File: src/design/ssrg_pkg.sv
`timescale 1ns / 1ps
// ----------------------------------------------------------------------------
// ssrg_pkg: shared types and constants
// Command codes, register indexes, work item and configuration structs.
// ----------------------------------------------------------------------------
package ssrg_pkg;

    // command codes carried on s_tuser
    typedef enum logic [1:0] {
        CMD_TICK      = 2'd0,
        CMD_SET_FLOW  = 2'd1,
        CMD_STOP      = 2'd2,
        CMD_CLEAR_POS = 2'd3
    } cmd_kind_t;

    // configuration register indexes
    localparam logic [1:0] REG_FLOW_GAIN = 2'd0;
    localparam logic [1:0] REG_MAX_SPEED = 2'd1;
    localparam logic [1:0] REG_RAMP_RATE = 2'd2;

    localparam logic [23:0] FLOW_GAIN_RESET = 24'd932067;
    localparam logic [23:0] MAX_SPEED_RESET = 24'd1024000;
    localparam logic [15:0] RAMP_RATE_RESET = 16'd2000;

    // one step in units of 1/256 step-us
    localparam logic [40:0] STEP_UNIT = 41'd256000000;

    // limit = floor(4 * p / 15625), p = ramp_rate * elapsed_us
    localparam logic [13:0] LIMIT_DIVISOR = 14'd15625;
    // floor(2^36 / 15625), used with a right shift by 34
    localparam logic [22:0] LIMIT_RECIP   = 23'd4398046;
    localparam int          LIMIT_SHIFT   = 34;

    localparam int QUEUE_DEPTH = 4;
    localparam int QUEUE_AW    = 2;

    typedef struct packed {
        logic [23:0] flow_gain;
        logic [23:0] max_speed;
        logic [15:0] ramp_rate;
    } cfg_t;

    // classified item handed from the front to the back
    typedef struct packed {
        cmd_kind_t   kind;
        logic [15:0] dt;
        logic [23:0] target;
        logic [20:0] limit;
    } work_t;

    typedef struct packed {
        logic full;
        logic empty;
    } q_stat_t;

    // what the phase stage does with an item
    typedef enum logic [1:0] {
        PH_HOLD    = 2'd0,
        PH_ADVANCE = 2'd1,
        PH_HALT    = 2'd2,
        PH_CLEAR   = 2'd3
    } phase_op_t;

endpackage

File: src/design/ssrg_front.sv
`timescale 1ns / 1ps
// ----------------------------------------------------------------------------
// ssrg_front: command intake and state-free arithmetic
// Classifies commands, converts flow to a clamped target and the ramp limit.
// ----------------------------------------------------------------------------
module ssrg_front (
    input  logic                 aclk,
    input  logic                 aresetn,
    input  ssrg_pkg::cfg_t       cfg,
    input  logic                 in_valid,
    output logic                 in_ready,
    input  logic [1:0]           in_cmd,
    input  logic [15:0]          in_flow,
    input  logic [15:0]          in_dt,
    input  ssrg_pkg::q_stat_t    q_stat,
    output logic                 push,
    output ssrg_pkg::work_t      push_data
);

    logic adv;

    logic                  s1_valid_reg, s2_valid_reg, s3_valid_reg;
    ssrg_pkg::cmd_kind_t   s1_kind_reg, s2_kind_reg, s3_kind_reg;
    logic [15:0]           s1_dt_reg, s2_dt_reg, s3_dt_reg;
    logic [31:0]           s1_prod_reg, s2_prod_reg;
    logic [39:0]           s1_flow_reg;
    logic [20:0]           s2_est_reg, s3_est_reg;
    logic [23:0]           s2_target_reg, s3_target_reg;
    logic [33:0]           s3_scaled_reg;

    ssrg_pkg::cmd_kind_t   kind_next;
    logic [54:0]           est_full;
    logic [31:0]           flow_shift;
    logic [34:0]           est_back;
    logic [34:0]           rem;

    assign adv      = !s3_valid_reg || !q_stat.full;
    assign in_ready = adv;
    assign push     = s3_valid_reg && !q_stat.full;

    // set flow with zero rate behaves as stop
    always_comb begin
        unique case (ssrg_pkg::cmd_kind_t'(in_cmd))
            ssrg_pkg::CMD_TICK:      kind_next = ssrg_pkg::CMD_TICK;
            ssrg_pkg::CMD_SET_FLOW:  kind_next = (in_flow == 16'd0) ? ssrg_pkg::CMD_STOP
                                                                    : ssrg_pkg::CMD_SET_FLOW;
            ssrg_pkg::CMD_STOP:      kind_next = ssrg_pkg::CMD_STOP;
            ssrg_pkg::CMD_CLEAR_POS: kind_next = ssrg_pkg::CMD_CLEAR_POS;
            default:                 kind_next = ssrg_pkg::CMD_TICK;
        endcase
    end

    assign est_full   = 55'(s1_prod_reg) * 55'(ssrg_pkg::LIMIT_RECIP);
    assign flow_shift = s1_flow_reg[39:8];
    assign est_back   = 35'(s3_est_reg) * 35'(ssrg_pkg::LIMIT_DIVISOR);
    assign rem        = {1'b0, s3_scaled_reg} - est_back;

    always_ff @(posedge aclk) begin
        if (!aresetn) begin
            s1_valid_reg <= 1'b0;
            s2_valid_reg <= 1'b0;
            s3_valid_reg <= 1'b0;
        end else if (adv) begin
            s1_valid_reg <= in_valid;
            s2_valid_reg <= s1_valid_reg;
            s3_valid_reg <= s2_valid_reg;
        end
    end

    always_ff @(posedge aclk) begin
        if (adv) begin
            // products
            s1_kind_reg   <= kind_next;
            s1_dt_reg     <= in_dt;
            s1_prod_reg   <= 32'(cfg.ramp_rate) * 32'(in_dt);
            s1_flow_reg   <= 40'(in_flow) * 40'(cfg.flow_gain);
            // reciprocal estimate and target clamp
            s2_kind_reg   <= s1_kind_reg;
            s2_dt_reg     <= s1_dt_reg;
            s2_prod_reg   <= s1_prod_reg;
            s2_est_reg    <= est_full[54:ssrg_pkg::LIMIT_SHIFT];
            s2_target_reg <= (flow_shift > 32'(cfg.max_speed)) ? cfg.max_speed
                                                               : flow_shift[23:0];
            // correction happens on the way out
            s3_kind_reg   <= s2_kind_reg;
            s3_dt_reg     <= s2_dt_reg;
            s3_est_reg    <= s2_est_reg;
            s3_target_reg <= s2_target_reg;
            s3_scaled_reg <= {s2_prod_reg, 2'b00};
        end
    end

    // estimate is the quotient or one below it
    always_comb begin
        push_data.kind   = s3_kind_reg;
        push_data.dt     = s3_dt_reg;
        push_data.target = s3_target_reg;
        push_data.limit  = (rem >= 35'(ssrg_pkg::LIMIT_DIVISOR)) ? s3_est_reg + 21'd1
                                                                : s3_est_reg;
    end

endmodule

File: config.mk
export PLATFORM = sky130hd
export DESIGN_NAME = ssrg_front
export DESIGN_NICKNAME = d
export VERILOG_FILES = /design/src/design/ssrg_pkg.sv /design/src/design/ssrg_front.sv
export SDC_FILE = /design/constraint.sdc
export NUM_CORES = 2
export LEC_CHECK = 0
export BUFFER_PORTS_ARGS = -buffer_cell sky130_fd_sc_hd__buf_2
export CAP_MARGIN = 20
export CORE_MARGIN = 3
export CORE_UTILIZATION = 55
export DETAILED_ROUTE_END_ITERATION = 7
export PLACE_DENSITY = 0.78
export REMOVE_ABC_BUFFERS = 1
export SYNTH_ARGS = -nofsm -noshare
export SYNTH_HDL_FRONTEND = slang
export SYNTH_SLANG_ARGS = --single-unit
File: constraint.sdc
create_clock -name aclk -period 9.4 [get_ports aclk]
set_input_delay 0.94 -clock aclk [delete_from_list [all_inputs] [get_ports aclk]]
set_output_delay 0.94 -clock aclk [all_outputs]
set_load 0.02 [all_outputs]
==> results_dict.tcl <==
set metrics [dict create \
    worstPathCellList "inv_1, fa_1, fa_1, inv_1, fa_1, fa_1, fa_1, fa_1, inv_1, ha_1, nand2_1, o41a_1, and3_4, a21oi_2, a221oi_1, o31a_1, or2_1, a221oi_4, or4b_4, nand3_1, xnor2_1, buf_2" \
    slew_viol_final 0 \
    cts_buffer_depth 3 \
    final-seq-area_um2 8228 \
    synth_most_common_cell "inv_1" \
    max_freq_mhz 110.2 \
    relSlewSlack_pct 30.96 \
    crit_family "adder cells" \
    cts_sinks 275 \
    synth.top_cell.area_share_pct 38.69 \
    vias_per_cell 5.272 \
    synth_area_leaders "fa_1 (39%), edfxtp_1 (17%), ha_1 (17%), inv_1 (10%), nand2_1 (3.9%)" \
    critPathKind "flip-flop to output port" \
    synth_common_cells "inv_1 (1288), fa_1 (924), ha_1 (637)" \
    setup_viol 0 \
    synth_edf_count 272 \
    yosysTopAreaCell "fa_1" \
    die_h_um 300.8 \
    async_flop_share_pct 0 \
    start_util_pct 55.79 \
    hp-class "flip-flop to flip-flop" \
    cts_tree "yes" \
    grt_overflow_total 0 \
    clock_latency_ns 0.56 \
    final_hold_viol_count 0 \
    multi_input_area_um2 34390 \
    layout_min_cycle_time_ns 9.072 \
    synth_area_per_cell_um2 10.29 \
    grt.total_usage_pct 23.77 \
    firstDrtPassIters 5 \
    grt_pass1_vias 34398 \
    tns_ns 0 \
    ys_types 71 \
    critPathLaunchType "flip-flop" \
    post_drt_wl_per_cell_um 17.13 \
    finalNetCount 6434 \
    drive_gt1_share_pct 5.983 \
    die-area_um2 90490 \
    ys_seq_elements 275 \
    netlist_instances 4646 \
    area_growth_pct 6.850 \
    vias 31327 \
    gp_congestion 0.9103 \
    drtAntennaViolNets 0 \
    dp_hpwl_mm 82.48 \
    ctsHoldBuffers 0 \
    fp.coreArea_um2 85680 \
    synthFlopType "edfxtp_1" \
    io_pins 168 \
    drv_cap 0 \
    cpMaxStageDelayCell "or4b_4" \
    antenna_found_initial 2 \
    status "complete, no violations" \
    io_buffers 166 \
    crit_buf_inv 4 \
    cp_common_cell "fa_1" \
    grt_max_degree 167 \
    drtIter0Drc 1649 \
    critical_path_arrival_ns 8.13 \
    cts.clk_slew.worst_paths_ns 0.06 \
    fin_crit_sh_pct 96.51 \
    crit_path_end_kind "output port" \
    worst_pin_slew_ns 1.036 \
    crit_fanout 6 \
    htreeDepth 2 \
    wl_mm 101.8 \
    netlist_area_um2 47800 \
    post-route-drc-count 0 \
    cts_buffers 35 \
    yosys_warnings 0 \
    nFillCells 7072 \
    root_buffer "clkbuf_16" \
    max_stage_delay_ns 0.60 \
    rows 107 \
    clock-skew-final_ns 0.03825 \
    die_w_um 300.8 \
    required_ns 8.46 \
    ys_seq_area_share_pct 17.21 \
    grt_pass1_wl_mm 171.9 \
]
[cells in the final DEF (no fill, tap or decap), types with 25 or more instances in the layout]
master and count:
nand4_1 26, edfxtp_1 272, fa_1 924, o21a_1 25, a21oi_1 95, mux2_2 25, o21ai_0 54, xnor2_1 79
and2_1 227, xor2_1 28, nand2_1 490, clkbuf_16 36, inv_1 1287, buf_2 166, ha_1 637, nand3_1 29
a21o_1 45, nor2_1 98
[repair_timing]
action	in CTS	in global routing
gates resized for setup	1	4
pin swaps	0	0
cloned	0	0
endpoints found under the setup margin	1	21
buffers inserted	0	14
[metrics by stage]
stage / hold slack (ns) / utilization, % / instances / instance area, um^2 / worst slack, ns
2_1_floorplan: 0.4003 / - / 4546 / 47420 / 1.290
3_3_place_gp: 0.4005 / 58.06 / 5862 / 49750 / 0.6744
3_5_place_dp: 0.4045 / 58.06 / 5862 / 49750 / 0.5781
4_1_cts: 0.4003 / 59.44 / 5926 / 50930 / 0.05723
5_1_grt: 0.4139 / 59.61 / 5941 / 51080 / -0.001865
6_report: 0.4089 / 59.61 / 5942 / 51080 / 0.3280
[per-layer routing]
| metal | GRT usage, % | share of wire (%) | vias up |
|---|---|---|---|
| met5 | 0 | 0 | - |
| met4 | 8.521 | 3.7 | 0 |
| met3 | 2.545 | 5.4 | 224 |
| met2 | 40.26 | 49 | 928 |
| met1 | 31.97 | 42 | 15796 |
| li1 | - | - | 14379 |
[cell type report]
type,instances,share of cell area (%)
Sequential cell,275,16.11
Timing Repair Buffer,187,1.999
Inverter,1288,9.465
Clock buffer,37,1.771
Clock inverter,27,0.5193
Antenna cell,1,0.004899
Tap cell,1144,2.802
Multi-Input combinational cell,2983,67.33
[logic make-up after synthesis]
logic type,share of synthesized area [%]
compound gates,4.298
xor+xnor,2.007
fa+ha+maj,55.37
buf+inv,10.91
flops,17.21
mux,0.6098
simple gates,9.595
[worst register-to-register path: stages (launching register included)]
cell and delay [ns]:
edfxtp_1 0.79, fa_1 0.57, fa_1 0.50, fa_1 0.55
inv_1 0.05, fa_1 0.48, fa_1 0.54, inv_1 0.05
fa_1 0.49, inv_1 0.05, fa_1 0.47, inv_1 0.04
ha_1 0.31, nand4_1 0.18, nor3_1 0.10, a2bb2oi_1 0.39
a311oi_1 0.19, o31ai_1 0.40, o21ai_0 0.27, a211oi_1 0.55
a211oi_1 0.22, o21ai_0 0.20, nand2b_1 0.11, a21oi_1 0.18
xnor2_1 0.08
[final timing paths]
check                            startpoint                          end  slack, ns  cells past startpoint
setup reg to reg  s1_prod_reg[16]$_DFFE_PP_     s2_est_reg[14]$_DFFE_PP_       1.38                     24
hold reg to reg   s2_prod_reg[26]$_DFFE_PP_  s3_scaled_reg[28]$_DFFE_PP_       0.41                      0
setup / recovery    s3_est_reg[3]$_DFFE_PP_                 push_data[4]       0.33                     22
hold / removal    s2_prod_reg[26]$_DFFE_PP_  s3_scaled_reg[28]$_DFFE_PP_       0.41                      0
Power is not shown: default switching activity piles up to over one toggle a cycle in this logic, so the estimate is an artifact.
