File: config.mk
export PLATFORM = sky130hd
export DESIGN_NAME = ssrg_queue
export DESIGN_NICKNAME = d
export VERILOG_FILES = /design/src/design/ssrg_pkg.sv /design/src/design/ssrg_queue.sv
export SDC_FILE = /design/constraint.sdc
export NUM_CORES = 1
export LEC_CHECK = 0
export ABC_AREA = 1
export BUFFER_PORTS_ARGS = -buffer_cell sky130_fd_sc_hd__clkbuf_2
export CORE_AREA = 3 3 140 142
export DETAILED_ROUTE_END_ITERATION = 12
export DIE_AREA = 0 0 143 145
export MAX_ROUTING_LAYER = met4
export PLACE_DENSITY = 0.8
export SYNTH_ARGS = -nofsm -noshare
export SYNTH_HDL_FRONTEND = slang
export SYNTH_SLANG_ARGS = --single-unit
File: constraint.sdc
create_clock -name aclk -period 3.8 [get_ports aclk]
set_input_delay 0.38 -clock aclk [delete_from_list [all_inputs] [get_ports aclk]]
set_output_delay 0.38 -clock aclk [all_outputs]
set_load 0.01 [all_outputs]
File: src/design/ssrg_pkg.sv
`timescale 1ns / 1ps
// ----------------------------------------------------------------------------
// ssrg_pkg: shared types and constants
// Command codes, register indexes, work item and configuration structs.
// ----------------------------------------------------------------------------
package ssrg_pkg;

    // command codes carried on s_tuser
    typedef enum logic [1:0] {
        CMD_TICK      = 2'd0,
        CMD_SET_FLOW  = 2'd1,
        CMD_STOP      = 2'd2,
        CMD_CLEAR_POS = 2'd3
    } cmd_kind_t;

    // configuration register indexes
    localparam logic [1:0] REG_FLOW_GAIN = 2'd0;
    localparam logic [1:0] REG_MAX_SPEED = 2'd1;
    localparam logic [1:0] REG_RAMP_RATE = 2'd2;

    localparam logic [23:0] FLOW_GAIN_RESET = 24'd932067;
    localparam logic [23:0] MAX_SPEED_RESET = 24'd1024000;
    localparam logic [15:0] RAMP_RATE_RESET = 16'd2000;

    // one step in units of 1/256 step-us
    localparam logic [40:0] STEP_UNIT = 41'd256000000;

    // limit = floor(4 * p / 15625), p = ramp_rate * elapsed_us
    localparam logic [13:0] LIMIT_DIVISOR = 14'd15625;
    // floor(2^36 / 15625), used with a right shift by 34
    localparam logic [22:0] LIMIT_RECIP   = 23'd4398046;
    localparam int          LIMIT_SHIFT   = 34;

    localparam int QUEUE_DEPTH = 4;
    localparam int QUEUE_AW    = 2;

    typedef struct packed {
        logic [23:0] flow_gain;
        logic [23:0] max_speed;
        logic [15:0] ramp_rate;
    } cfg_t;

    // classified item handed from the front to the back
    typedef struct packed {
        cmd_kind_t   kind;
        logic [15:0] dt;
        logic [23:0] target;
        logic [20:0] limit;
    } work_t;

    typedef struct packed {
        logic full;
        logic empty;
    } q_stat_t;

    // what the phase stage does with an item
    typedef enum logic [1:0] {
        PH_HOLD    = 2'd0,
        PH_ADVANCE = 2'd1,
        PH_HALT    = 2'd2,
        PH_CLEAR   = 2'd3
    } phase_op_t;

endpackage

File: src/design/ssrg_queue.sv
`timescale 1ns / 1ps
// ----------------------------------------------------------------------------
// ssrg_queue: small work queue
// Four-entry first-in first-out buffer between the front and the back.
// ----------------------------------------------------------------------------
module ssrg_queue (
    input  logic                 aclk,
    input  logic                 aresetn,
    input  logic                 push,
    input  ssrg_pkg::work_t      push_data,
    input  logic                 pop,
    output ssrg_pkg::work_t      pop_data,
    output ssrg_pkg::q_stat_t    q_stat
);

    ssrg_pkg::work_t                   mem_reg [ssrg_pkg::QUEUE_DEPTH];
    logic [ssrg_pkg::QUEUE_AW-1:0]     wr_ptr_reg, rd_ptr_reg;
    logic [ssrg_pkg::QUEUE_AW:0]       count_reg, count_next;

    assign q_stat.full  = (count_reg == (ssrg_pkg::QUEUE_AW+1)'(ssrg_pkg::QUEUE_DEPTH));
    assign q_stat.empty = (count_reg == '0);
    assign pop_data     = mem_reg[rd_ptr_reg];

    always_comb begin
        count_next = count_reg;
        if (push && !pop) begin
            count_next = count_reg + 1'b1;
        end else if (pop && !push) begin
            count_next = count_reg - 1'b1;
        end
    end

    always_ff @(posedge aclk) begin
        if (!aresetn) begin
            wr_ptr_reg <= '0;
            rd_ptr_reg <= '0;
            count_reg  <= '0;
        end else begin
            if (push) begin
                wr_ptr_reg <= wr_ptr_reg + 1'b1;
            end
            if (pop) begin
                rd_ptr_reg <= rd_ptr_reg + 1'b1;
            end
            count_reg <= count_next;
        end
    end

    always_ff @(posedge aclk) begin
        if (push) begin
            mem_reg[wr_ptr_reg] <= push_data;
        end
    end

endmodule

==> flow_metrics.env, run 1 <==
export IMPL_path_buf_inv=2
export IMPL_ios=132
export IMPL_post_cts_buffers=0
export IMPL_cp_depth=4
export IMPL_finClkSkew_ns=0.006163
export IMPL_fin_tns_setup_ns=0
export IMPL_place_congestion=0.7467
export IMPL_r2r_end="mem_reg[2][49]"
export IMPL_syn_avg_cell_area_um2=15.03
export IMPL_yosys_area_share_adder=0.008236
export IMPL_dp_cells=1001
export IMPL_h_tree_depth=1
export IMPL_grt_max_degree=127
export IMPL_whs_ns=0.08138
export IMPL_power_density_nw_per_um2=536.7
export IMPL_dr_wl_met3_um=1400
export IMPL_portBuffers=131
export IMPL_max_stage_delay_ns=0.80
export IMPL_dp_hpwl_um=11310
export IMPL_drtIter0Drc=501
export IMPL_max_slew_margin=0.4337
export IMPL_cts_root_buffer="clkbuf_16"
export IMPL_vias_per_cell=5.564
export IMPL_slowest_stage="dfxtp_4"
export IMPL_clkTransAtPathRegs_ns=0.06
export IMPL_wire_per_inst_um=18.82
export IMPL_drive_above_1_share=0.2972
export IMPL_cts_resized=0
export IMPL_cap_violations=0
export IMPL_drt_total_wl_um=19690
export IMPL_cts_tree="built"
export IMPL_wl_met1_um=7897
export IMPL_drcViolationCount=0
export IMPL_synth_area_um2=10030
export IMPL_cts_hold_buffers_added=0
export IMPL_start_util=0.5397
export IMPL_clk_latency_ns=0.51
export IMPL_ys_seq_area_frac=0.7726
export IMPL_cts_made_buffers=26
export IMPL_worst_ep_arrival_time_ns=2.52
export IMPL_yosys_area_share_simple=0.06202
export IMPL_hold_path_class="primary input to flip-flop"
export IMPL_setup_viol=0
export IMPL_fp_coreArea_um2=18580
export IMPL_r2r_slack_ns=1.79
export IMPL_largest_register_ffs=252
export IMPL_nets=868
export IMPL_synth_compound_area_share=0.1259
export IMPL_track_usage=0.1943
export IMPL_ys_ff_latch=261
export IMPL_final_instance_count_excl_fill=1046
export IMPL_ir_worst_vdd_v=0.0004895
export IMPL_row_count=50
export IMPL_synth_nets=740
export IMPL_path_class="flip-flop to output port"
export IMPL_worstSetupStartpointType="flip-flop"
export IMPL_synth_top_family_by_area="compound AO/OA/AOI/OAI gates"
export IMPL_tightest_slew_ns=0.8482
export IMPL_slew_viol_final=0
export IMPL_synth_warnings=0
export IMPL_grt_pass1_wl_um=30980
export IMPL_dieArea_um2=20740
export IMPL_clock_sinks=261
export IMPL_worstReg2RegStart="wr_ptr_reg[0]"
export IMPL_grt_overflow_total=0
export IMPL_antenna_found_initial=1
export IMPL_cp_max_fo=126
export IMPL_worstSetupEndpoint="pop_data[34]"
export IMPL_fmax_mhz=345.4
export IMPL_placed_area_um2=10840
export IMPL_synthCells=667
export IMPL_reg2reg_depth=5
export IMPL_status="complete, no violations"
export IMPL_grt_pass1_vias=5954
export IMPL_period_share=0.7619
export IMPL_vias=5820
export IMPL_endpoint_kind="output port"
export IMPL_dr_pass1_iters=5
export IMPL_ys_types=24
export IMPL_ant_nets=0
export IMPL_die_y_um=145
export IMPL_top_layer_used="met4"
export IMPL_synth_xor_area_frac=0
export IMPL_finalCriticalPeriod_ns=2.895
export IMPL_synth_area_mux_share=0
export IMPL_final_area_um2=11610
export IMPL_rsz0062_at_grt="false"
export IMPL_hold_violations=0
export IMPL_p_leak_uw=0.004107
export IMPL_crit_family="flip-flops"
export IMPL_syn2layout_area_growth_pct=15.82
export IMPL_crit_chain="inv_8 -> o21ai_0 -> o22ai_1 -> clkbuf_2"
export IMPL_cp_required_ns=3.42
export IMPL_fp_dieW_um=143
export IMPL_wl_met2_um=10030
export IMPL_clockBufferDepth=3
## how the worst min path moves through the flow
stage | endpoint | slack, ns | start | cells after the start
after CTS | mem_reg[1][13] | 0.06 | push_data[13] | 1
final | mem_reg[1][13] | 0.08 | push_data[13] | 1
after global placement | flip-flop | 0.46 | rd_ptr_reg[1] | 1
after floorplan | flip-flop | 0.41 | rd_ptr_reg[1] | 1
after detailed placement | flip-flop | 0.46 | rd_ptr_reg[1] | 1
after global routing | mem_reg[1][27] | 0.07 | push_data[27] | 1
## cell usage after synthesis, drive strengths merged
library cell  number  share of area
a21oi              4         0.0020
buf               22          0.016
clkbuf            18         0.0076
clkinv             1        0.00087
dfxtp              9          0.018
edfxtp           252           0.75
fa                 1         0.0020
ha                 5         0.0062
inv               16         0.0067
nand2              9         0.0034
nand3              1        0.00050
nand4              1        0.00062
nor2             131          0.057
nor3               2         0.0010
o21ai            132          0.066
o22ai             63          0.058
## power by group
group          switching, uW  total [uW]  internal [uW]
combinational            374         573            199
sequential              52.0        3340           3290
clock                    970        2320           1350
total                   1400        6230           4840
## through the flow
step                      total power (uW)  setup slack (ns)    util
after CTS                             6282            0.9050  0.6249
after floorplan                       3737             1.569       -
after global placement                3962             1.521  0.5832
after detailed placement              3982             1.454  0.5832
final                                 6233            0.9047  0.6251
after global routing                  6465            0.7573  0.6251
## logic make-up after synthesis
family / count (synthesis)
AND/OR/NAND/NOR: 144
flip-flops: 261
buffers and inverters: 57
adder cells (fa/ha/maj): 6
AO/OA/AOI/OAI: 199
## placed cells by master (no fill, tap or decap)
cell type	instances
o21ai_1	13
o21ai_0	119
o22ai_2	30
dfxtp_1	7
clkbuf_2	131
nor2_2	30
clkinvlp_4	1
clkinv_4	1
inv_1	11
dfxtp_2	1
buf_12	2
a21oi_1	4
nor2_1	101
dfxtp_4	1
buf_4	7
clkinv_1	6
ha_1	5
clkinv_2	4
fa_1	1
inv_8	1
inv_2	4
edfxtp_1	252
nand2_1	9
nand3_1	1
nand4_1	1
clkbuf_1	5
diode_2	1
nor3_1	2
bufinv_16	1
o22ai_1	33
clkbuf_16	27
## final cells by class
class	instances	area, um2
Inverter	17	76.32
Fill cell	1344	6967
Tap cell	234	292.8
Timing Repair Buffer	140	748.2
Sequential cell	261	7752
Clock buffer	32	694.4
Clock inverter	12	80.08
Antenna cell	1	2.502
Multi-Input combinational cell	349	1967
## routing by layer
metal  GRT usage  up-vias
met4     0.05608        0
met2      0.3177      158
met3     0.04746       34
met5           -        -
li1            -     2760
met1      0.2430     2868
No activity file was read; power rests on OpenSTA's default activity.
==> run 2, diff against run 1 <==
==> constraint.sdc (replaced) <==
create_clock -name aclk -period 2.9 [get_ports aclk]
set_input_delay 0.29 -clock aclk [delete_from_list [all_inputs] [get_ports aclk]]
set_output_delay 0.29 -clock aclk [all_outputs]
set_load 0.01 [all_outputs]
==> flow_metrics.env, run 2 (synthesis results as in run 1) <==
export IMPL_setup_ws_ns=0.4228
export IMPL_grt_pass1_wl_um=32140
export IMPL_path_class="flip-flop to output port"
export IMPL_antenna_cells=0
export IMPL_finalCriticalPeriod_ns=2.477
export IMPL_cp_max_fo=62
export IMPL_drcViolationCount=0
export IMPL_cts_made_buffers=26
export IMPL_antenna_found_initial=0
export IMPL_endpoint_kind="output port"
export IMPL_slew_viol_final=0
export IMPL_clockBufferDepth=3
export IMPL_mostFrequentLayoutCell="edfxtp_1"
export IMPL_max_stage_delay_ns=0.53
export IMPL_worstSetupStartpointType="flip-flop"
export IMPL_ir_worst_vdd_v=0.0006278
export IMPL_cts_tree="built"
export IMPL_cts_resized=0
export IMPL_utilization=0.6599
export IMPL_cts_root_buffer="clkbuf_16"
export IMPL_worst_ep_arrival_time_ns=2.19
export IMPL_place_congestion=0.7205
export IMPL_drive_above_1_share=0.2869
export IMPL_dieArea_um2=20740
export IMPL_area_sequential_um2=7752
export IMPL_power_density_nw_per_um2=678.0
export IMPL_rsz0062_at_grt="false"
export IMPL_fp_dieW_um=143
export IMPL_wire_per_inst_um=18.29
export IMPL_crit_chain="buf_4 -> o21ai_0 -> o22ai_1 -> clkbuf_2"
export IMPL_vias_per_cell=5.482
export IMPL_grt_max_degree=127
export IMPL_post_cts_buffers=0
export IMPL_setup_viol=0
export IMPL_fin_tns_setup_ns=0
export IMPL_hold_violations=0
export IMPL_holdPathStages=1
export IMPL_drtIter0Drc=466
export IMPL_finClkSkew_ns=0.01032
export IMPL_dp_hpwl_um=11280
export IMPL_h_tree_depth=1
export IMPL_tightest_slew_ns=0.7835
export IMPL_vias=6080
export IMPL_fmax_mhz=403.7
export IMPL_syn2layout_area_growth_pct=22.29
export IMPL_max_slew_margin=0.4777
export IMPL_status="complete, no violations"
export IMPL_portBuffers=131
export IMPL_hold_path_class="primary input to flip-flop"
export IMPL_n_fill_cell=1263
export IMPL_slowest_stage="buf_4"
export IMPL_clkTransAtPathRegs_ns=0.06
export IMPL_grt_overflow_total=0
export IMPL_fp_coreArea_um2=18580
export IMPL_drt_total_wl_um=20280
export IMPL_clock_sinks=261
export IMPL_largest_register_ffs=252
export IMPL_die_y_um=145
export IMPL_track_usage=0.2006
export IMPL_ant_nets=0
export IMPL_final_cell_mix="252 x edfxtp_1, 131 x clkbuf_2, 119 x o21ai_0"
export IMPL_period_share=0.8542
export IMPL_p_leak_uw=0.004396
export IMPL_clk_latency_ns=0.51
export IMPL_row_count=50
export IMPL_reg2reg_depth=5
export IMPL_start_util=0.5397
export IMPL_dr_pass1_iters=5
export IMPL_ios=132
export IMPL_cp_required_ns=2.61
export IMPL_grt_pass1_vias=6123
export IMPL_r2r_slack_ns=1.17
export IMPL_whs_ns=0.02122
export IMPL_nets=928
export IMPL_cap_violations=0
export IMPL_multi_input_area_um2=1967
export IMPL_pre_cts_ws_ns=0.9286
==> run 2: path summary, 6_finish.rpt <==
kind | to | start
setup / recovery | pop_data[53] | flip-flop
hold / removal | mem_reg[3][33] | push_data[33]
setup reg to reg | mem_reg[2][15] | wr_ptr_reg[0]
hold reg to reg | flip-flop | rd_ptr_reg[1]
==> run 2: timing repair <==
item                                   CTS  global route
setup endpoints to repair                0             0
endpoints found under the hold margin  227             4
hold buffers                            57             1
==> run 2: critical path: cells and delay by family, from the launching register on <==
| kind | cells | cell delay, ns |
|---|---|---|
| flip-flops | 1 | 0.47 |
| buffers and inverters | 2 | 0.72 |
| AO/OA/AOI/OAI | 2 | 0.46 |
==> run 2: power breakdown <==
group,switching (uW),internal [uW]
Sequential,50.3,4310
Combinational,524,316
Clock,1330,1790
==> run 2: layer usage <==
| metal | part of all wire | track usage | wire [um] | up-vias |
|---|---|---|---|---|
| li1 | - | - | - | 2885 |
| met4 | 0.018 | 0.04705 | 362 | 0 |
| met3 | 0.061 | 0.03955 | 1238 | 29 |
| met5 | 0 | - | 0 | - |
| met2 | 0.52 | 0.3329 | 10460 | 197 |
| met1 | 0.41 | 0.2579 | 8219 | 2969 |
==> run 2: metrics by stage <==
step,area [um2],power (uW),std cells
detailed placement,10880,5218,1003
finish,12260,8313,1109
CTS,12250,8372,1108
global route,12260,8651,1109
global placement,10880,5193,1003
floorplan,10030,4896,667
==> run 2: cell type report <==
class | count | area share
inverter | 17 | 0.006224
timing repair buffer | 200 | 0.1116
tap | 234 | 0.02388
multi-input combinational | 349 | 0.1604
clock buffer | 30 | 0.05602
clock inverter | 18 | 0.009592
sequential | 261 | 0.6322
