## src/design/ssrg_pkg.sv

```systemverilog
`timescale 1ns / 1ps
// ----------------------------------------------------------------------------
// ssrg_pkg: shared types and constants
// Command codes, register indexes, work item and configuration structs.
// ----------------------------------------------------------------------------
package ssrg_pkg;

    // command codes carried on s_tuser
    typedef enum logic [1:0] {
        CMD_TICK      = 2'd0,
        CMD_SET_FLOW  = 2'd1,
        CMD_STOP      = 2'd2,
        CMD_CLEAR_POS = 2'd3
    } cmd_kind_t;

    // configuration register indexes
    localparam logic [1:0] REG_FLOW_GAIN = 2'd0;
    localparam logic [1:0] REG_MAX_SPEED = 2'd1;
    localparam logic [1:0] REG_RAMP_RATE = 2'd2;

    localparam logic [23:0] FLOW_GAIN_RESET = 24'd932067;
    localparam logic [23:0] MAX_SPEED_RESET = 24'd1024000;
    localparam logic [15:0] RAMP_RATE_RESET = 16'd2000;

    // one step in units of 1/256 step-us
    localparam logic [40:0] STEP_UNIT = 41'd256000000;

    // limit = floor(4 * p / 15625), p = ramp_rate * elapsed_us
    localparam logic [13:0] LIMIT_DIVISOR = 14'd15625;
    // floor(2^36 / 15625), used with a right shift by 34
    localparam logic [22:0] LIMIT_RECIP   = 23'd4398046;
    localparam int          LIMIT_SHIFT   = 34;

    localparam int QUEUE_DEPTH = 4;
    localparam int QUEUE_AW    = 2;

    typedef struct packed {
        logic [23:0] flow_gain;
        logic [23:0] max_speed;
        logic [15:0] ramp_rate;
    } cfg_t;

    // classified item handed from the front to the back
    typedef struct packed {
        cmd_kind_t   kind;
        logic [15:0] dt;
        logic [23:0] target;
        logic [20:0] limit;
    } work_t;

    typedef struct packed {
        logic full;
        logic empty;
    } q_stat_t;

    // what the phase stage does with an item
    typedef enum logic [1:0] {
        PH_HOLD    = 2'd0,
        PH_ADVANCE = 2'd1,
        PH_HALT    = 2'd2,
        PH_CLEAR   = 2'd3
    } phase_op_t;

endpackage

```

## src/design/ssrg_back.sv

```systemverilog
`timescale 1ns / 1ps
// ----------------------------------------------------------------------------
// ssrg_back: speed ramp and step generation
// Applies commands to the speed state, then runs the step phase accumulator.
// ----------------------------------------------------------------------------
module ssrg_back #(
    parameter int POSITION_BITS = 32
) (
    input  logic                 aclk,
    input  logic                 aresetn,
    input  logic [23:0]          max_speed,
    input  ssrg_pkg::q_stat_t    q_stat,
    input  ssrg_pkg::work_t      pop_data,
    output logic                 pop,
    output logic                 out_valid,
    input  logic                 out_ready,
    output logic                 out_running,
    output logic                 out_pulse,
    output logic [23:0]          out_applied,
    output logic [23:0]          out_target,
    output logic [31:0]          out_position
);

    logic adv;

    // speed state
    logic        run_reg, run_next;
    logic [23:0] goal_reg, goal_next;
    logic [23:0] ramped_reg, ramped_next;

    // ramp stage
    logic                  b1_valid_reg;
    ssrg_pkg::phase_op_t   b1_op_reg, op_next;
    logic [15:0]           b1_dt_reg;
    logic                  b1_run_reg;
    logic [23:0]           b1_ramped_reg, b1_goal_reg;

    // product stage
    logic                  b2_valid_reg;
    ssrg_pkg::phase_op_t   b2_op_reg;
    logic [39:0]           b2_prod_reg;
    logic                  b2_run_reg;
    logic [23:0]           b2_ramped_reg, b2_goal_reg;

    // phase stage and output
    logic [27:0]              phase_reg, phase_next;
    logic [POSITION_BITS-1:0] count_reg, count_next;
    logic                     pulse_next;
    logic                     out_valid_reg, out_running_reg, out_pulse_reg;
    logic [23:0]              out_applied_reg, out_target_reg;

    logic [23:0] err;
    logic [23:0] slewed;
    logic        snap;
    logic [40:0] phase_sum, phase_left;

    assign adv = !out_valid_reg || out_ready;
    assign pop = adv && !q_stat.empty;

    // ramp toward the goal, snapping when the limit is zero or covers the error
    always_comb begin
        if (goal_reg >= ramped_reg) begin
            err    = goal_reg - ramped_reg;
            slewed = ramped_reg + pop_data.limit;
        end else begin
            err    = ramped_reg - goal_reg;
            slewed = ramped_reg - pop_data.limit;
        end
        snap = (pop_data.limit == 21'd0) || (24'(err) <= 24'(pop_data.limit));
    end

    always_comb begin
        run_next    = run_reg;
        goal_next   = goal_reg;
        ramped_next = ramped_reg;
        op_next     = ssrg_pkg::PH_HOLD;
        unique case (pop_data.kind)
            ssrg_pkg::CMD_TICK: begin
                if (run_reg) begin
                    ramped_next = snap ? goal_reg : slewed;
                    if (ramped_next > max_speed) begin
                        ramped_next = max_speed;
                    end
                    op_next = ssrg_pkg::PH_ADVANCE;
                end
            end
            ssrg_pkg::CMD_SET_FLOW: begin
                if (!run_reg) begin
                    ramped_next = '0;
                end
                goal_next = pop_data.target;
                run_next  = 1'b1;
            end
            ssrg_pkg::CMD_STOP: begin
                run_next    = 1'b0;
                goal_next   = '0;
                ramped_next = '0;
                op_next     = ssrg_pkg::PH_HALT;
            end
            ssrg_pkg::CMD_CLEAR_POS: begin
                op_next = ssrg_pkg::PH_CLEAR;
            end
            default: begin
                op_next = ssrg_pkg::PH_HOLD;
            end
        endcase
    end

    always_ff @(posedge aclk) begin
        if (!aresetn) begin
            run_reg    <= 1'b0;
            goal_reg   <= '0;
            ramped_reg <= '0;
        end else if (pop) begin
            run_reg    <= run_next;
            goal_reg   <= goal_next;
            ramped_reg <= ramped_next;
        end
    end

    // phase accumulate with at most one step per tick
    always_comb begin
        phase_next = phase_reg;
        count_next = count_reg;
        pulse_next = 1'b0;
        phase_sum  = 41'(phase_reg) + 41'(b2_prod_reg);
        phase_left = phase_sum - ssrg_pkg::STEP_UNIT;
        case (b2_op_reg)
            ssrg_pkg::PH_ADVANCE: begin
                if (phase_sum >= ssrg_pkg::STEP_UNIT) begin
                    pulse_next = 1'b1;
                    count_next = count_reg + 1'b1;
                    if (phase_left >= ssrg_pkg::STEP_UNIT) begin
                        phase_next = 28'(ssrg_pkg::STEP_UNIT - 41'd1);
                    end else begin
                        phase_next = phase_left[27:0];
                    end
                end else begin
                    phase_next = phase_sum[27:0];
                end
            end
            ssrg_pkg::PH_HALT:  phase_next = '0;
            ssrg_pkg::PH_CLEAR: count_next = '0;
            default:            phase_next = phase_reg;
        endcase
    end

    always_ff @(posedge aclk) begin
        if (!aresetn) begin
            b1_valid_reg  <= 1'b0;
            b2_valid_reg  <= 1'b0;
            out_valid_reg <= 1'b0;
            phase_reg     <= '0;
            count_reg     <= '0;
        end else if (adv) begin
            b1_valid_reg  <= pop;
            b2_valid_reg  <= b1_valid_reg;
            out_valid_reg <= b2_valid_reg;
            if (b2_valid_reg) begin
                phase_reg <= phase_next;
                count_reg <= count_next;
            end
        end
    end

    always_ff @(posedge aclk) begin
        if (adv) begin
            b1_op_reg       <= op_next;
            b1_dt_reg       <= pop_data.dt;
            b1_run_reg      <= run_next;
            b1_ramped_reg   <= ramped_next;
            b1_goal_reg     <= goal_next;
            b2_op_reg       <= b1_valid_reg ? b1_op_reg : ssrg_pkg::PH_HOLD;
            b2_prod_reg     <= 40'(b1_ramped_reg) * 40'(b1_dt_reg);
            b2_run_reg      <= b1_run_reg;
            b2_ramped_reg   <= b1_ramped_reg;
            b2_goal_reg     <= b1_goal_reg;
            out_running_reg <= b2_run_reg;
            out_pulse_reg   <= pulse_next;
            out_applied_reg <= b2_ramped_reg;
            out_target_reg  <= b2_goal_reg;
        end
    end

    assign out_valid    = out_valid_reg;
    assign out_running  = out_running_reg;
    assign out_pulse    = out_pulse_reg;
    assign out_applied  = out_applied_reg;
    assign out_target   = out_target_reg;
    assign out_position = 32'(count_reg);

    // a stopped pump holds no speed
    assert property (@(posedge aclk) disable iff (!aresetn)
        !run_reg |-> (goal_reg == '0) && (ramped_reg == '0))
        else $error("speed held while stopped");

    // leftover phase always stays below one step
    assert property (@(posedge aclk) disable iff (!aresetn)
        41'(phase_reg) < ssrg_pkg::STEP_UNIT)
        else $error("phase reached a full step");

    // a step is only issued while running
    assert property (@(posedge aclk) disable iff (!aresetn)
        out_valid_reg && out_pulse_reg |-> out_running_reg)
        else $error("step pulse while stopped");

    // a step advances the position by one
    assert property (@(posedge aclk) disable iff (!aresetn)
        adv && b2_valid_reg && pulse_next |=> count_reg == $past(count_reg) + 1'b1)
        else $error("step without position advance");

endmodule

```

## config.mk

```make
export PLATFORM = sky130hd
export DESIGN_NAME = ssrg_back
export DESIGN_NICKNAME = d
export VERILOG_FILES = /design/src/design/ssrg_pkg.sv /design/src/design/ssrg_back.sv
export SDC_FILE = /design/constraint.sdc
export NUM_CORES = 2
export LEC_CHECK = 0
export ABC_CLOCK_PERIOD_IN_PS = 15600
export BUFFER_PORTS_ARGS = -buffer_cell sky130_fd_sc_hd__clkbuf_2
export CAP_MARGIN = 20
export CORE_UTILIZATION = 37
export CTS_CLUSTER_SIZE = 28
export DETAILED_ROUTE_END_ITERATION = 10
export PLACE_DENSITY_LB_ADDON = 0.1
export SYNTH_ARGS = -nofsm -noshare
export SYNTH_HDL_FRONTEND = slang
export SYNTH_SLANG_ARGS = --single-unit
export TNS_END_PERCENT = 30
```

## constraint.sdc

```tcl
create_clock -name aclk -period 15.6 [get_ports aclk]
set_input_delay 2.34 -clock aclk [delete_from_list [all_inputs] [get_ports aclk]]
set_output_delay 2.34 -clock aclk [all_outputs]
set_load 0.02 [all_outputs]
```

==> impl.org <==
** Finish
- The register with the most flip-flops in the layout has 40 of them.
- For this run, the post-layout net count is 4241.
- Layout overhead on the synthesized area :: 10.77%
- Filler-free cell count of the finished design :: 4750
- Measured on the finished design, the core utilization comes to 0.4158.
- Of the cells placed in the final design, the portion with a size suffix greater than 1 is 0.1007.
- After filler insertion, the fill cell instance count of the layout stands at ~8600.
- Summing all multi-input logic gate instances after layout gives 0.02127 sq mm.
- Sequential cell area in the final layout :: 0.008488 sq mm

** Timing
- Setup violations remaining at the end of the flow were counted as 0.
- Final-layout setup total negative slack :: 0 ns
- Worst-case clock skew :: 0.02103 ns
- Max-slew headroom at the worst pin :: 0.3012
- Tmin final :: a little over 10 ns
- The final number of max-transition violations was 0.
- Share of the cycle needed by the critical path after routing :: 0.6579
- RSZ-0062 raised after global routing :: no
- Hold timing on the final database bottoms out at a slack of 0.4131 ns.
- The final hold violation count came to 0.
- Maximum clock frequency :: 97.44 MHz
- At the pin with the least slew margin, the transition time is about 1.0 ns.

** Place
- In this run, placement finished with an instance count of 4673.
- The HPWL after detailed placement is 72420 um.
- At the end of routability-driven placement, the weighted congestion stood at approximately 0.89.
- In this run the tool buffered the top-level ports with 174 buffer cells.

** Die
- In this run the horizontal extent of the chip is 296.6 um.
- The region available for standard cell placement spans 0.08555 sq mm.
- Std cell rows :: roughly 110
- During I/O placement, the number of pins put on the boundary was around 180.
- The die is about 300 um tall.
- Die area :: 0.08797 sq mm
- Initial Utilization :: 0.3754

** GRT
- Global routing finished with a remaining overflow of 0.
- Vias in the first global route :: approximately 26000
- Number of antenna violations at the first check in global routing :: 2
- The first global-routing pass estimated 146500 um of wire.
- In the global route stage, overall resource usage came out at 0.2147.
- Entering global routing, the biggest net connects between 70 and 80 pins.

** Worst setup path
- For this run, the slowest stage of the critical path takes approximately 0.59 ns.
- Path type of the worst setup path :: reg -> reg
- Arr. time, crit path :: 10.59 ns
- Among the stages of the critical path, the cell type that occurs most often is o21a_1.
- Setup crit start kind :: flop
- Crit-path slowest cell :: a21bo_2
- Counting both buffers and inverters, the worst setup path holds a total of 2.
- Worst Path Max Fanout :: 49
- Data on the critical path is required at its endpoint by 15.93 ns.
- Family of cells with the greatest summed delay on the critical path :: compound AO/OA/AOI/OAI gates
- The worst setup path is captured at a flop.

** Clock tree
- Number of buffers created by CTS :: 41
- Clock-pin slew was measured on the worst setup and hold paths at 0.06 ns.
- Clock latency on the worst-skew pair, taken at its later pin, is just under 0.6 ns.
- Buffers inserted by post-CTS timing repair :: 0
- The H-tree generated during clock tree synthesis spans 2 levels.
- Clock tree from TritonCTS :: done
- Hold repair after CTS inserted 0 buffers.
- The clock passes through at most 3 buffers.
- Post_cts resized :: 0
- In this run the clock root is driven by a clkbuf_16.
- Clock tree synthesis found a total of 320 sinks.

** Logic synthesis
- Area contributors post-synth :: edfxtp_1, fa_1, ha_1
- Number of distinct library cells after synthesis :: 110
- The share of the Yosys chip area taken by registers is 0.2643.
- Syn Nets :: 4134
- Number of warnings reported in the yosys synthesis log :: 0
- In this run, synthesis produced a sequential element count of 320.
- Yosys top cell area share :: 0.1945
- In the synthesized netlist, the number of instances is 3465.
- The cell area that synthesis handed to floorplanning was 0.03211 sq mm.
- Count of flip-flops with a built-in enable after synthesis :: 208
- The biggest area contributor in the post-synthesis netlist is edfxtp_1.
- Post-synthesis average cell area :: 9.268 sq um
- Top FF cell, synth :: edfxtp_1
- Async S/R FF share, synth :: 0

** Power
- Of the total power, the clock network draws 0.273.
- The share of total power dissipated in combinational logic is 0.428.
- Overall power consumption :: 3621 uW
- Worst voltage drop across the vdd grid :: around 0.00009 V
- Cell area power density :: 101.8 mW/mm^2
- The internal portion of the total power is 2188 uW.
- Sw Ratio :: 0.3958
- Total net switching power :: 1433 uW
- Power share of the sequential group :: 0.299
- Static leakage :: 0.01630 uW

** Drt
- The count of nets left with antenna violations once routing finished came out at 0.
- Vias after detailed routing :: 24950
- After detailed routing, the total wire length is 92270 um.
- In the final routed layout, each cell accounts on average for 19.42 um.
- The pre-antenna-repair detailed-routing pass consisted of 5 iterations.
- Post-route DRC :: 0
- First-iteration detailed-routing DRC count :: 1467
- Via density per instance :: about 5.3

** Min path
- The path class of the tightest hold or removal check is reg -> reg.

** Job
- Max_cap viols :: 0

** Status
- Outcome :: finished, final reports clean
[metrics by stage]
| stage | worst slack (ns) | cell area, sq um |
|---|---|---|
| 2_1_floorplan | 6.710 | 32110 |
| 3_3_place_gp | 5.504 | 34130 |
| 3_5_place_dp | 5.514 | 34160 |
| 4_1_cts | 5.483 | 35570 |
| 5_1_grt | 4.689 | 35570 |
| 6_report | 5.337 | 35570 |
[synthesized netlist by cell type (all sizes together) (15+ instances only)]
library cell / number
inv: 470
nand2: 468
fa: 310
ha: 267
edfxtp: 208
o21ai: 193
a21oi: 169
nor2: 142
and2: 131
clkbuf: 124
xnor2: 113
dfxtp: 112
a21o: 67
nand3: 65
nor3: 49
nand4: 38
a32o: 35
xor2: 34
o21bai: 31
o211ai: 29
o311a: 27
buf: 26
or3: 25
o21a: 23
nor2b: 20
o31ai: 20
a211oi: 19
and3: 18
mux2i: 16
a31oi: 15
[area by class of cell]
type / instances / share of cell area
Sequential cell: 320 / 0.2386
Tap cell: 1144 / 0.04024
Timing Repair Buffer: 214 / 0.03348
Clock inverter: 23 / 0.006788
Inverter: 471 / 0.04991
Clock buffer: 53 / 0.03299
Antenna cell: 1 / 0.00007035
Multi-Input combinational cell: 2524 / 0.5979
[worst register-to-register path: cells and delay by family, from the launching register on]
family                   cells  cell delay, ns
multiplexers                 1            0.43
AO/OA/AOI/OAI               24            6.33
adder cells (fa/ha/maj)      3            1.01
AND/OR/NAND/NOR              5            1.11
XOR/XNOR                     1            0.15
buffers and inverters        2            0.67
flip-flops                   1            0.34
[power by group through the flow]
stage / combinational (uW) / clock, uW / sequential, uW
floorplan: 1160 / 0 / 1080
global placement: 1550 / 0 / 1100
detailed placement: 1550 / 0 / 1100
CTS: 1560 / 1020 / 1080
global route: 1750 / 1050 / 1090
finish: 1550 / 989 / 1080
[final timing paths]
kind                startpoint           endpoint  slack, ns  depth (start not counted)
max                goal_reg[3]  b1_ramped_reg[14]       5.34                         36
min          b2_ramped_reg[18]    out_applied[18]       0.41                          0
max reg2reg        goal_reg[3]  b1_ramped_reg[14]       5.34                         36
min reg2reg  b2_ramped_reg[18]    out_applied[18]       0.41                          0
[placed cells by master (no fill, tap or decap), types with 23 or more instances in the layout]
master,instances
buf_4,39
dfxtp_1,112
o21a_1,23
o311a_1,27
a21oi_1,164
nand4_1,36
a32o_1,35
xor2_1,32
ha_1,267
nor3_1,46
fa_1,310
clkbuf_16,43
nand3_1,64
nor2_1,139
clkbuf_2,174
xnor2_1,112
o21bai_1,29
edfxtp_1,208
o211ai_1,25
a21o_1,66
nand2_1,466
o21ai_0,182
inv_1,469
or3_1,23
and2_1,129
[per-layer routing]
| metal | GRT usage | vias up | share of wire |
|---|---|---|---|
| met5 | 0 | - | 0 |
| met4 | 0.06211 | 0 | 0.026 |
| met3 | 0.02779 | 120 | 0.042 |
| met2 | 0.3477 | 480 | 0.46 |
| met1 | 0.2990 | 12310 | 0.47 |
| li1 | - | 12040 | - |
[logic make-up (layout without fill, tap and decap cells)]
family	count (synthesis)	count (layout)	synth area share
AO/OA/AOI/OAI	747	747	0.1615
XOR/XNOR	148	148	0.04149
adder cells (fa/ha/maj)	577	577	0.2973
buffers and inverters	621	761	0.07422
flip-flops	320	320	0.2643
multiplexers	22	22	0.007091
other	0	1	0
AND/OR/NAND/NOR	1030	1030	0.1541
Power figures use the tool's default switching activity.
